[src/rtl/core/chlm_pkg.sv]
package chlm_pkg;

    localparam int UNIT_W             = 16;
    localparam int PATTERNS_DEF       = 8;
    localparam int PATTERN_UNITS_DEF  = 32;
    localparam int CFG_W              = 4;
    localparam int SLOT_W             = 3;
    localparam int POS_W              = 5;
    localparam int CJK_NUMERALS_MAX   = 12;

    // item kinds
    localparam logic KIND_TEXT   = 1'b0;
    localparam logic KIND_PWRITE = 1'b1;

    // special units
    localparam logic [UNIT_W-1:0] U_ORDINAL  = 16'h7b2c;
    localparam logic [UNIT_W-1:0] U_CHAPTER  = 16'h7ae0;
    localparam logic [UNIT_W-1:0] U_EPISODE  = 16'h56de;
    localparam logic [UNIT_W-1:0] U_IDSPACE  = 16'h3000;
    localparam logic [UNIT_W-1:0] U_EN_DASH  = 16'h2013;
    localparam logic [UNIT_W-1:0] U_EM_DASH  = 16'h2014;
    localparam logic [UNIT_W-1:0] U_FW_ZERO  = 16'hff10;
    localparam logic [UNIT_W-1:0] U_FW_NINE  = 16'hff19;
    localparam logic [UNIT_W-1:0] U_STAR     = 16'h002a;
    localparam logic [UNIT_W-1:0] U_QUEST    = 16'h003f;

    // control group handed to the line trackers
    typedef struct packed {
        logic              step;
        logic              nonspace;
        logic              clear;
        logic [UNIT_W-1:0] unit;
    } chlm_feed_t;

    function automatic logic [UNIT_W-1:0] fold(input logic [UNIT_W-1:0] v);
        logic [UNIT_W-1:0] r;
        r = v;
        if (v inside {[16'h0041:16'h005a]}) r = v + 16'd32;
        return r;
    endfunction

    function automatic logic blank_unit(input logic [UNIT_W-1:0] v);
        return v inside {U_IDSPACE, 16'h0020, [16'h0009:16'h000d]};
    endfunction

    function automatic logic break_unit(input logic [UNIT_W-1:0] v);
        return blank_unit(v) || (v inside {16'h003a, 16'h002e, 16'h002d, U_EN_DASH, U_EM_DASH});
    endfunction

    function automatic logic is_digit(input logic [UNIT_W-1:0] v);
        return v inside {[16'h0030:16'h0039]};
    endfunction

    function automatic logic roman_unit(input logic [UNIT_W-1:0] v);
        return fold(v) inside {16'h0069, 16'h0076, 16'h0078, 16'h006c,
                               16'h0063, 16'h0064, 16'h006d};
    endfunction

    function automatic logic is_numeral(input logic [UNIT_W-1:0] v);
        return is_digit(v) || (v inside {[U_FW_ZERO:U_FW_NINE]}) ||
               (v inside {16'h3007, 16'h96f6, 16'h4e00, 16'h4e8c, 16'h4e09, 16'h56db,
                          16'h4e94, 16'h516d, 16'h4e03, 16'h516b, 16'h4e5d, 16'h5341,
                          16'h767e, 16'h5343, 16'h4e07, 16'h4e24});
    endfunction

    // letters of the word "chapter"
    function automatic logic [UNIT_W-1:0] chapter_letter(input logic [2:0] idx);
        logic [UNIT_W-1:0] r;
        case (idx)
            3'd0:    r = 16'h0063;
            3'd1:    r = 16'h0068;
            3'd2:    r = 16'h0061;
            3'd3:    r = 16'h0070;
            3'd4:    r = 16'h0074;
            3'd5:    r = 16'h0065;
            3'd6:    r = 16'h0072;
            default: r = 16'h0000;
        endcase
        return r;
    endfunction

endpackage

[src/rtl/core/chlm_builtin.sv]
module chlm_builtin
    import chlm_pkg::*;
(
    input  logic       aclk,
    input  logic       aresetn,
    input  chlm_feed_t feed,
    output logic       hit_next
);

    typedef enum logic [1:0] {CJ_FIRST, CJ_NUM, CJ_MARK, CJ_DEAD} cjk_t;
    typedef enum logic [3:0] {
        LA_C, LA_H, LA_A, LA_P, LA_T, LA_E, LA_R,
        LA_SPACE1, LA_SPACES, LA_RUN, LA_DEAD
    } latin_t;

    cjk_t       cjk_reg, cjk_next;
    logic [3:0] cnt_reg, cnt_next;
    logic       cjk_hit_reg, cjk_hit_next;
    latin_t     lat_reg, lat_next;
    logic       dec_reg, dec_next;
    logic       lat_hit_reg, lat_hit_next;
    logic [UNIT_W-1:0] u;

    assign u = feed.unit;

    // ordinal form: marker, numerals, chapter or episode sign, boundary
    always_comb begin
        cjk_next     = cjk_reg;
        cnt_next     = cnt_reg;
        cjk_hit_next = cjk_hit_reg;
        if (feed.step) begin
            case (cjk_reg)
                CJ_FIRST: begin
                    cjk_next = (u == U_ORDINAL) ? CJ_NUM : CJ_DEAD;
                    cnt_next = '0;
                end
                CJ_NUM: begin
                    if (cnt_reg < 4'(CJK_NUMERALS_MAX) && is_numeral(u)) begin
                        cnt_next = cnt_reg + 4'd1;
                    end else if (cnt_reg != '0 && (u == U_CHAPTER || u == U_EPISODE)) begin
                        cjk_next = CJ_MARK;
                    end else begin
                        cjk_next = CJ_DEAD;
                    end
                end
                CJ_MARK: begin
                    if (break_unit(u)) cjk_hit_next = 1'b1;
                    cjk_next = CJ_DEAD;
                end
                default: cjk_next = cjk_reg;
            endcase
        end
    end

    // latin form: word, spaces, digit or roman run, boundary
    always_comb begin
        lat_next     = lat_reg;
        dec_next     = dec_reg;
        lat_hit_next = lat_hit_reg;
        if (feed.step) begin
            case (lat_reg)
                LA_C, LA_H, LA_A, LA_P, LA_T, LA_E, LA_R: begin
                    lat_next = (fold(u) == chapter_letter(3'(lat_reg)))
                             ? latin_t'(lat_reg + 4'd1) : LA_DEAD;
                end
                LA_SPACE1: lat_next = blank_unit(u) ? LA_SPACES : LA_DEAD;
                LA_SPACES: begin
                    if (!blank_unit(u)) begin
                        if (is_digit(u)) begin
                            dec_next = 1'b1;
                            lat_next = LA_RUN;
                        end else if (roman_unit(u)) begin
                            dec_next = 1'b0;
                            lat_next = LA_RUN;
                        end else begin
                            lat_next = LA_DEAD;
                        end
                    end
                end
                LA_RUN: begin
                    if (!(dec_reg ? is_digit(u) : roman_unit(u))) begin
                        if (break_unit(u)) lat_hit_next = 1'b1;
                        lat_next = LA_DEAD;
                    end
                end
                default: lat_next = lat_reg;
            endcase
        end
    end

    assign hit_next = cjk_hit_next || lat_hit_next || (cjk_next == CJ_MARK) ||
                      (lat_next == LA_RUN);

    // state, cleared at each line end
    always_ff @(posedge aclk) begin
        if (!aresetn || feed.clear) begin
            cjk_reg     <= CJ_FIRST;
            cnt_reg     <= '0;
            cjk_hit_reg <= 1'b0;
            lat_reg     <= LA_C;
            dec_reg     <= 1'b0;
            lat_hit_reg <= 1'b0;
        end else begin
            cjk_reg     <= cjk_next;
            cnt_reg     <= cnt_next;
            cjk_hit_reg <= cjk_hit_next;
            lat_reg     <= lat_next;
            dec_reg     <= dec_next;
            lat_hit_reg <= lat_hit_next;
        end
    end

endmodule
[config.mk]
export PLATFORM = sky130hd
export DESIGN_NAME = chlm_builtin
export DESIGN_NICKNAME = d
export VERILOG_FILES = /design/src/rtl/core/chlm_pkg.sv /design/src/rtl/core/chlm_builtin.sv
export SDC_FILE = /design/constraint.sdc
export NUM_CORES = 1
export LEC_CHECK = 0
export BUFFER_PORTS_ARGS = -buffer_cell sky130_fd_sc_hd__buf_4
export CAP_MARGIN = 20
export CORE_MARGIN = 2
export CORE_UTILIZATION = 50
export DETAILED_ROUTE_END_ITERATION = 12
export GPL_ROUTABILITY_DRIVEN = 0
export HOLD_SLACK_MARGIN = 0.15
export PLACE_DENSITY = 0.7
export SLEW_MARGIN = 20
export SYNTH_ARGS = -nofsm -noshare
export SYNTH_HDL_FRONTEND = slang
export SYNTH_SLANG_ARGS = --single-unit
[constraint.sdc]
create_clock -name aclk -period 4.1 [get_ports aclk]
set_clock_uncertainty 0.2 [all_clocks]
set_input_delay 0 -clock aclk [delete_from_list [all_inputs] [get_ports aclk]]
set_output_delay 0 -clock aclk [all_outputs]
set_load 0.05 [all_outputs]
==> results of run 1 <==
==> cell type report <==
type                       instances  share of cell area
multi-input combinational        238              0.6984
timing repair buffer              27              0.1033
clock buffer                       3             0.01937
tap                               48             0.02817
inverter                          15             0.02641
sequential                        13              0.1221
clock inverter                     1            0.002347
==> what timing repair did <==
| action | 4_1_cts | 5_1_grt |
|---|---|---|
| resized for setup | 0 | 1 |
| hold endpoints to repair | 13 | 0 |
| endpoints found under the setup margin | 0 | 1 |
| hold buffers | 7 | 0 |
| buffers inserted | 0 | 0 |
==> cells by family after synthesis <==
family	after synthesis	share of synthesized area
simple gates	146	0.4278
compound gates	79	0.2828
mux	2	0.01065
xor+xnor	3	0.01397
flops	13	0.1384
buf+inv	36	0.07318
fa+ha+maj	8	0.05323
==> worst max-delay path, delay by kind of cell, from the launching register on <==
family	cells	cell delay, ns
compound gates	7	1.75
fa+ha+maj	1	0.33
buf+inv	2	0.36
flops	1	0.43
simple gates	1	0.40
==> stage by stage <==
step	instances	hold WS (ns)	utilization	area [µm²]
4_1_cts	345	0.1579	0.5851	2126
6_report	345	0.1596	0.5868	2132
5_1_grt	345	0.2225	0.5868	2132
2_1_floorplan	287	-0.005063	-	1881
3_5_place_dp	334	0.1390	0.5530	2009
3_3_place_gp	334	0.1413	0.5530	2009
==> worst min-delay path by stage <==
stage	slack, ns	end	start	cells past startpoint
2_1_floorplan	-0.005	lat_reg[2]	aresetn	2
3_3_place_gp	0.14	dec_reg	feed[18]	3
3_5_place_dp	0.14	dec_reg	feed[18]	3
4_1_cts	0.16	cjk_reg[1]	feed[11]	5
5_1_grt	0.22	cjk_reg[1]	feed[11]	5
6_report	0.16	cjk_reg[1]	feed[11]	5
==> cells in the final DEF (no fill, tap or decap), types with 3 or more instances in the layout <==
cell	instances
a211o_1	4
a21oi_1	18
a31oi_1	9
and2_1	3
and3_1	7
buf_4	20
clkbuf_8	3
dfxtp_1	13
dlygate4sd3_1	7
ha_1	8
inv_1	14
nand2_1	26
nand2b_1	5
nand3_1	13
nand3b_1	3
nand4_1	4
nor2_1	31
nor2b_1	9
nor3_1	8
nor3b_1	3
nor4_1	8
nor4b_1	4
o211ai_1	7
o21a_1	4
o21ai_0	14
or3_1	5
or4_1	5
==> metal layers <==
layer,up-vias,routed length [µm],track usage
li1,1094,-,-
met3,11,310,0.01541
met5,-,0,0
met4,0,82,0.06771
met1,977,2390,0.3568
met2,108,2359,0.4069
==> report_power, final <==
part           internal, mW  total, mW  switching, mW
Combinational        0.0465      0.119         0.0723
Sequential            0.128      0.131        0.00286
Clock                0.0673      0.118         0.0507
==> qor.csv, run 1 <==
metric,value,unit
WL final,5141,µm
I/O pin cnt,22,
crit path launch type,register,
Std-Cell Core Area,3633,µm²
Hold WC Path Type,in2reg,
Setup CP Type,reg2out,
sequential-to-total area share from yosys stat,0.1384,
period utilization,0.9084,
mapped cell area,1881,µm²
CTS tree,built,
FILL cells,369,
worst reg2reg startpoint,lat_reg[0],
crit path cell chain,"inv_1, ha_1, or3_1, a21boi_0, o221ai_1, a211oi_1, o211ai_1, o311a_1, a2111o_1, o31ai_1, buf_4",
most frequent cell after synthesis,nor2_1,
post-synthesis async set-or-reset flop share,0,
Mapped Avg Cell Area,6.552,µm²
flip-flop and latch area,260.3,µm²
peak supply drop,213.8,µV
CP required,3.90,ns
Power Density,172.7,nW/µm²
Die Width,65.33,µm
initial antenna violation count,0,
endpoint type of the worst setup path,output pin,
share of cells above drive strength 1,0.1010,
total CTS buffers,3,
largest net degree at the start of global routing,24,
"Distinct cells, synth",56,
GRT overflow,0,
"top cells by area, synth","dfxtp_1, nor2_1, ha_1",
Cells after Synth,287,
fin crit period,3.724,ns
vias in the first global route,1888,
Post-route DRC,0,
first-pass GRT wire length,8728,µm
Post-Place Setup Slack,0.7063,ns
# rows,22,
post-route ant nets,0,
Synth top area share,0.1384,
crit path capture,hit_next,
syn nets,316,
setup TNS,0,ns
H-tree depth,1,
leak pwr,0.7331,nW
antenna diode count,0,
CP Data Arrival Time,3.52,ns
Initial Util,0.5176,
delay of the slowest cell on the worst path,0.43,ns
routed length per instance,14.90,µm
hpwl dp,3588,µm
final net count,327,
Die Ht,65.33,µm
fmax,268.5,MHz
clock tree sinks,13,
worst-skew pair later-pin latency,0.25,ns
worst slew pin tran,0.6884,ns
Setup Viol. Count Final,0,
post-synth top area cell,dfxtp_1,
area of the multi-input gates,1489,µm²
All-Layer GR Usage,0.2499,
RSZ-0062 raised after global routing,no,
routed vias,2190,
r2r worst-path depth,9,
Vias/cell,6.348,
First-pass DRT Iterations,5,
number of synthesized flops with an enable pin,0,
status,"finished, final reports clean",
total chip power,0.3681,mW
crit path launch,lat_reg[0],
Slew Limit Headroom,0.5372,
CTS max path bufs,2,
clk slew on worst S/H paths,0.06,ns
final-report hold violation count,0,
CP max FO,11,
Max Slew Vio Count,0,
First DRT Iteration DRCs,360,
"Slowest-stage cell, CP",dfxtp_1,
I/O Buffers,20,
maxcap violations,0,
setup ws final,0.3756,ns
Post-synth top cells,"nor2_1, nand2_1, a21oi_1, clkbuf_1",
Reg2Reg Setup Slack,1.02,ns
CTS root buf,clkbuf_8,
synthesis-stage register bit count,13,
YS warnings,0,
overall die area,4267,µm²
ys flop type,dfxtp_1,
FF-to-FF End,lat_reg[0],
area grow syn2layout,13.37,%
Note: power is estimated with default switching activity, not from simulation.
==> run 2: changes to the inputs <==
ABC_AREA = 1   (was unset)
==> qor.csv, run 2 <==
metric,value,unit
period utilization,0.9495,
total CTS buffers,3,
CP Data Arrival Time,3.83,ns
worst slew pin tran,0.3841,ns
# rows,22,
routed length per instance,12.10,µm
Vias/cell,5.354,
antenna diode count,0,
CTS tree,built,
first-pass GRT wire length,8832,µm
hpwl dp,3991,µm
endpoint type of the worst setup path,register,
Synth Area in Simple Gates,0.5807,
share of cells above drive strength 1,0.1689,
setup repair bufs after CTS,0,
Slew Limit Headroom,0.7419,
CTS root buf,clkbuf_8,
crit path launch type,input pin,
crit path capture,cnt_reg[3],
WL final,5022,µm
cell area after layout,2320,µm²
Initial Util,0.5259,
"leading cell type in the layout, fill and taps excluded",nand2_1,
final hold slack,0.1737,ns
WP depth,19,
post-synth top area cell,nand2_1,
mux cell area share after synthesis,0,
post-synthesis xor/xnor area fraction,0.01344,
largest net degree at the start of global routing,13,
WP buf/inv,5,
Die Width,66.52,µm
CP required,4.04,ns
First-pass DRT Iterations,5,
post-route ant nets,0,
fmax,256.9,MHz
overall die area,4425,µm²
"commonest cells after routing, fill and taps aside","nand2_1, inv_1, nor2_1, nand3_1, buf_4",
most frequent cell after synthesis,nand2_1,
mapped cell area,1954,µm²
routed vias,2222,
final net count,397,
clock tree sinks,13,
GRT overflow,0,
First DRT Iteration DRCs,196,
fin crit period,3.893,ns
Power Density,167.3,nW/µm²
"Slowest-stage cell, CP",dlygate4sd3_1,
setup ws final,0.2069,ns
number of synthesized flops with an enable pin,0,
Setup CP Type,in2reg,
status,"finished, final reports clean",
Post-route DRC,0,
initial antenna violation count,0,
post-synthesis async set-or-reset flop share,0,
synthesis-stage register bit count,13,
Post-synth top cells,"nand2_1, inv_1, nor2_1",
worst reg2reg startpoint,cjk_reg[0],
r2r worst-path depth,10,
clk slew on worst S/H paths,0.06,ns
Post-Synth Adder-Cell Area,0.05122,
Hold WC Path Type,in2reg,
peak supply drop,155.0,µV
Setup Viol. Count Final,0,
Compound-Gate Fraction of Synth Area,0.1082,
CTS max path bufs,2,
leak pwr,1.108,nW
delay of the slowest cell on the worst path,0.63,ns
I/O pin cnt,22,
Reg2Reg Setup Slack,1.51,ns
"Distinct cells, synth",43,
Std-Cell Core Area,3716,µm²
total chip power,0.3881,mW
crit path cell chain,"dlygate4sd3_1, buf_4, nor2_2, dlygate4sd3_1, nand2_4, nor2_8, nand4_4, nand3_1, nor2_1, nand3_1, nand2_1, nand2_1, nand2_1, nor2_4, nand2_1, nand2_1, dlygate4sd3_1, a21oi_1, dlygate4sd3_1",
final-report hold violation count,0,
area grow syn2layout,18.69,%
crit path launch,feed[8],
CP max FO,8,
Die Ht,66.52,µm
Synth top area share,0.1786,
YS warnings,0,
I/O Buffers,20,
"Top cell by count, worst path",nand2_1,
"top cells by area, synth","nand2_1, dfxtp_1, inv_1",
maxcap violations,0,
Max Slew Vio Count,0,
vias in the first global route,2047,
H-tree depth,1,
All-Layer GR Usage,0.2520,
syn nets,364,
Post-Place Setup Slack,1.409,ns
sequential-to-total area share from yosys stat,0.1332,
post-layout util,0.6242,
Cells after Synth,335,
ys flop type,dfxtp_1,
crit-path leading delay family,buffers and inverters,
worst-skew pair later-pin latency,0.24,ns
DP Area,2118,µm²
FF-to-FF End,cnt_reg[3],
largest family of logic cells by synthesized area,simple AND/OR/NAND/NOR gates,
FILL cells,389,
Mapped Avg Cell Area,5.834,µm²
[run 2: repair_timing]
item                                    in CTS  in global routing
gates resized for setup                      0                  2
endpoints found under the setup margin       0                  1
hold buffers                                14                  0
hold endpoints to repair                    13                  0
[run 2: worst min path at each step]
stage / slack [ns] / from / endpoint / cells after the start
after floorplan: -0.03 / feed[16] / cnt_reg[3] / 3
after global placement: 0.07 / feed[16] / cnt_reg[3] / 4
after detailed placement: 0.07 / feed[16] / cnt_reg[3] / 4
after CTS: 0.17 / feed[12] / lat_reg[3] / 7
after global routing: 0.22 / feed[12] / lat_reg[3] / 7
final: 0.17 / feed[12] / lat_reg[3] / 7
[run 2: per-stage QoR]
step / cells / TNS [ns]
floorplan: 335 / 0
CTS: 415 / 0
global route: 415 / -0.002210
global placement: 397 / 0
detailed placement: 397 / 0
finish: 415 / 0
[run 2: layout make-up]
type                    instances  area, µm²  area share
repair buffers                 34      290.3      0.1251
clock inverters                 1      5.005    0.002158
multi-input cells             270       1488      0.6413
flip-flops and latches         13      260.3      0.1122
well taps                      48      60.06     0.02589
clock buffers                   3      41.29     0.01780
inverters                      46      175.2     0.07551
[run 2: tightest hold or removal path: stages]
cell and delay, ns:
buf_4 0.11, nor2_4 0.05, nand2_4 0.08, nor2_8 0.07
nand3_1 0.11, o22ai_1 0.09, nor2_1 0.08
[run 2: where the power goes]
group          switching, mW  internal (mW)
clock                 0.0482         0.0672
combinational         0.0894         0.0514
sequential           0.00296          0.129
total                  0.141          0.248
[run 2: per-layer routing]
layer,vias to the layer above,part of all wire,track usage
met3,6,0.053,0.04223
met1,970,0.48,0.3470
met4,0,0.0068,0.03827
met5,-,0,0
met2,77,0.46,0.4188
li1,1169,-,-
[run 2: kinds of logic (layout without fill, tap and decap cells)]
kind of cell / after synthesis / in the layout
and+or+nand+nor: 225 / 225
DFF: 13 / 13
AOI/OAI and AO/OA: 34 / 34
buffers and inverters: 52 / 84
xor gates and xnor gates: 3 / 3
adders and majority gates: 8 / 8
==> run 3: changes to the inputs <==
CELL_PAD_IN_SITES_DETAIL_PLACEMENT = 1   (was unset)
CELL_PAD_IN_SITES_GLOBAL_PLACEMENT = 1   (was unset)
CORE_UTILIZATION = 41   (was 50)
PLACE_DENSITY = 0.78   (was 0.7)
==> qor.csv, run 3 (synthesis results as in run 2) <==
metric,value,unit
initial antenna violation count,0,
first-pass GRT wire length,10620,µm
CP Data Arrival Time,3.81,ns
Vias/cell,5.414,
vias in the first global route,2295,
Std-Cell Core Area,4661,µm²
final net count,399,
HP Start,feed[6],
largest net degree at the start of global routing,13,
WP buf/inv,5,
crit-path leading delay family,buffers and inverters,
CP max FO,8,
Die Width,73.04,µm
WL final,6274,µm
crit path cell chain,"dlygate4sd3_1, buf_4, nor2_4, dlygate4sd3_1, nand2_4, nor2_8, nand4_4, nand3_1, nor2_1, nand3_1, nand2_1, nand2_1, nand2_1, nor2_4, nand2_1, nand2_1, dlygate4sd3_1, a21oi_1, dlygate4sd3_1",
Slew Limit Headroom,0.6845,
RSZ-0062 raised after global routing,no,
Die Ht,73.04,µm
# rows,25,
setup repair bufs after CTS,0,
routed length per instance,14.83,µm
crit path launch type,input pin,
"Top cell by count, worst path",nand2_1,
worst-skew pair later-pin latency,0.25,ns
I/O pin cnt,22,
CP required,4.04,ns
Reg2Reg Setup Slack,1.52,ns
antenna diode count,0,
maxcap violations,0,
CTS root buf,clkbuf_8,
Non-Filler Instances,423,
r2r worst-path depth,15,
fin crit period,3.873,ns
worst slew pin tran,0.4733,ns
post-route ant nets,0,
First-pass DRT Iterations,4,
setup TNS,0,ns
hold depth,7,
peak supply drop,146.1,µV
period utilization,0.9445,
fmax,258.2,MHz
First DRT Iteration DRCs,121,
CTS max path bufs,2,
Placed Cells,403,
share of cells above drive strength 1,0.1653,
Initial Util,0.4193,
leak pwr,1.116,nW
endpoint type of the worst setup path,register,
status,"finished, final reports clean",
cell area after layout,2341,µm²
FILL cells,678,
FF-to-FF End,lat_reg[0],
worst reg2reg startpoint,lat_reg[0],
Setup Viol. Count Final,0,
Max Slew Vio Count,0,
total CTS buffers,3,
Hold WC Path Type,in2reg,
delay of the slowest cell on the worst path,0.60,ns
GRT overflow,0,
All-Layer GR Usage,0.2492,
hpwl dp,4962,µm
total chip power,0.3983,mW
H-tree depth,1,
area grow syn2layout,19.78,%
DP Area,2126,µm²
Post-route DRC,0,
hold endpoint,dec_reg,
overall die area,5335,µm²
final-report hold violation count,0,
final hold slack,0.2099,ns
routed vias,2290,
clock tree sinks,13,
CTS tree,built,
clk slew on worst S/H paths,0.06,ns
"leading cell type in the layout, fill and taps excluded",nand2_1,
I/O Buffers,20,
"commonest cells after routing, fill and taps aside","nand2_1, inv_1, nor2_1, nand3_1, buf_4",
Power Density,170.1,nW/µm²
"Slowest-stage cell, CP",dlygate4sd3_1,
Setup CP Type,in2reg,
run 3: cell count changes in the layout (fill, tap and decap cells not counted):
cell,previous run,this run
nor4_2,1,0
dlygate4sd3_1,14,16
nor4_1,6,7
run 3: layout make-up:
cell class                 count  area [µm²]  area share
tap                           54       67.56     0.02886
timing repair buffer          36       310.3      0.1325
multi-input combinational    270        1481      0.6328
inverter                      46       175.2     0.07483
clock buffer                   3       41.29     0.01764
sequential                    13       260.3      0.1112
clock inverter                 1       5.005    0.002138
run 3: how the worst max path moves through the flow:
stage                           from         end  depth (start not counted)
after global placement    lat_reg[0]    hit_next                         16
after floorplan           lat_reg[0]    hit_next                         15
after global routing        feed[15]  cnt_reg[3]                         19
final                       feed[15]  cnt_reg[3]                         19
after CTS                   feed[15]  cnt_reg[3]                         19
after detailed placement  lat_reg[0]    hit_next                         16
run 3: worst min-delay path, stage by stage:
cell and delay, ns:
buf_4 0.16, nand3_1 0.10, nor2_2 0.04, nand3_2 0.10, a211oi_2 0.08, nor2_1 0.08
a211oi_1 0.04
run 3: metrics by stage:
stage               setup slack, ns    util
detailed placement            1.358  0.4561
global route                0.01141  0.5023
global placement              1.370  0.4561
CTS                          0.1638  0.5004
finish                       0.2274  0.5023
floorplan                     1.594       -
run 3: per-layer routing:
metal,share of wire,track usage,up-vias
met5,0,0,-
met4,0,0.02263,0
met3,0.035,0.03315,0
met2,0.49,0.4454,47
met1,0.47,0.3286,1073
li1,-,-,1170
run 3: timing repair:
| action | 4_1_cts | 5_1_grt |
|---|---|---|
| endpoints found under the hold margin | 13 | 0 |
| endpoints found under the setup margin | 0 | 1 |
| hold buffers | 16 | 0 |
| gates resized for setup | 0 | 1 |
run 3: power breakdown:
part / switching, mW / internal [mW]
clock: 0.0513 / 0.0673
combinational: 0.0951 / 0.0526
sequential: 0.00307 / 0.129
total: 0.150 / 0.249
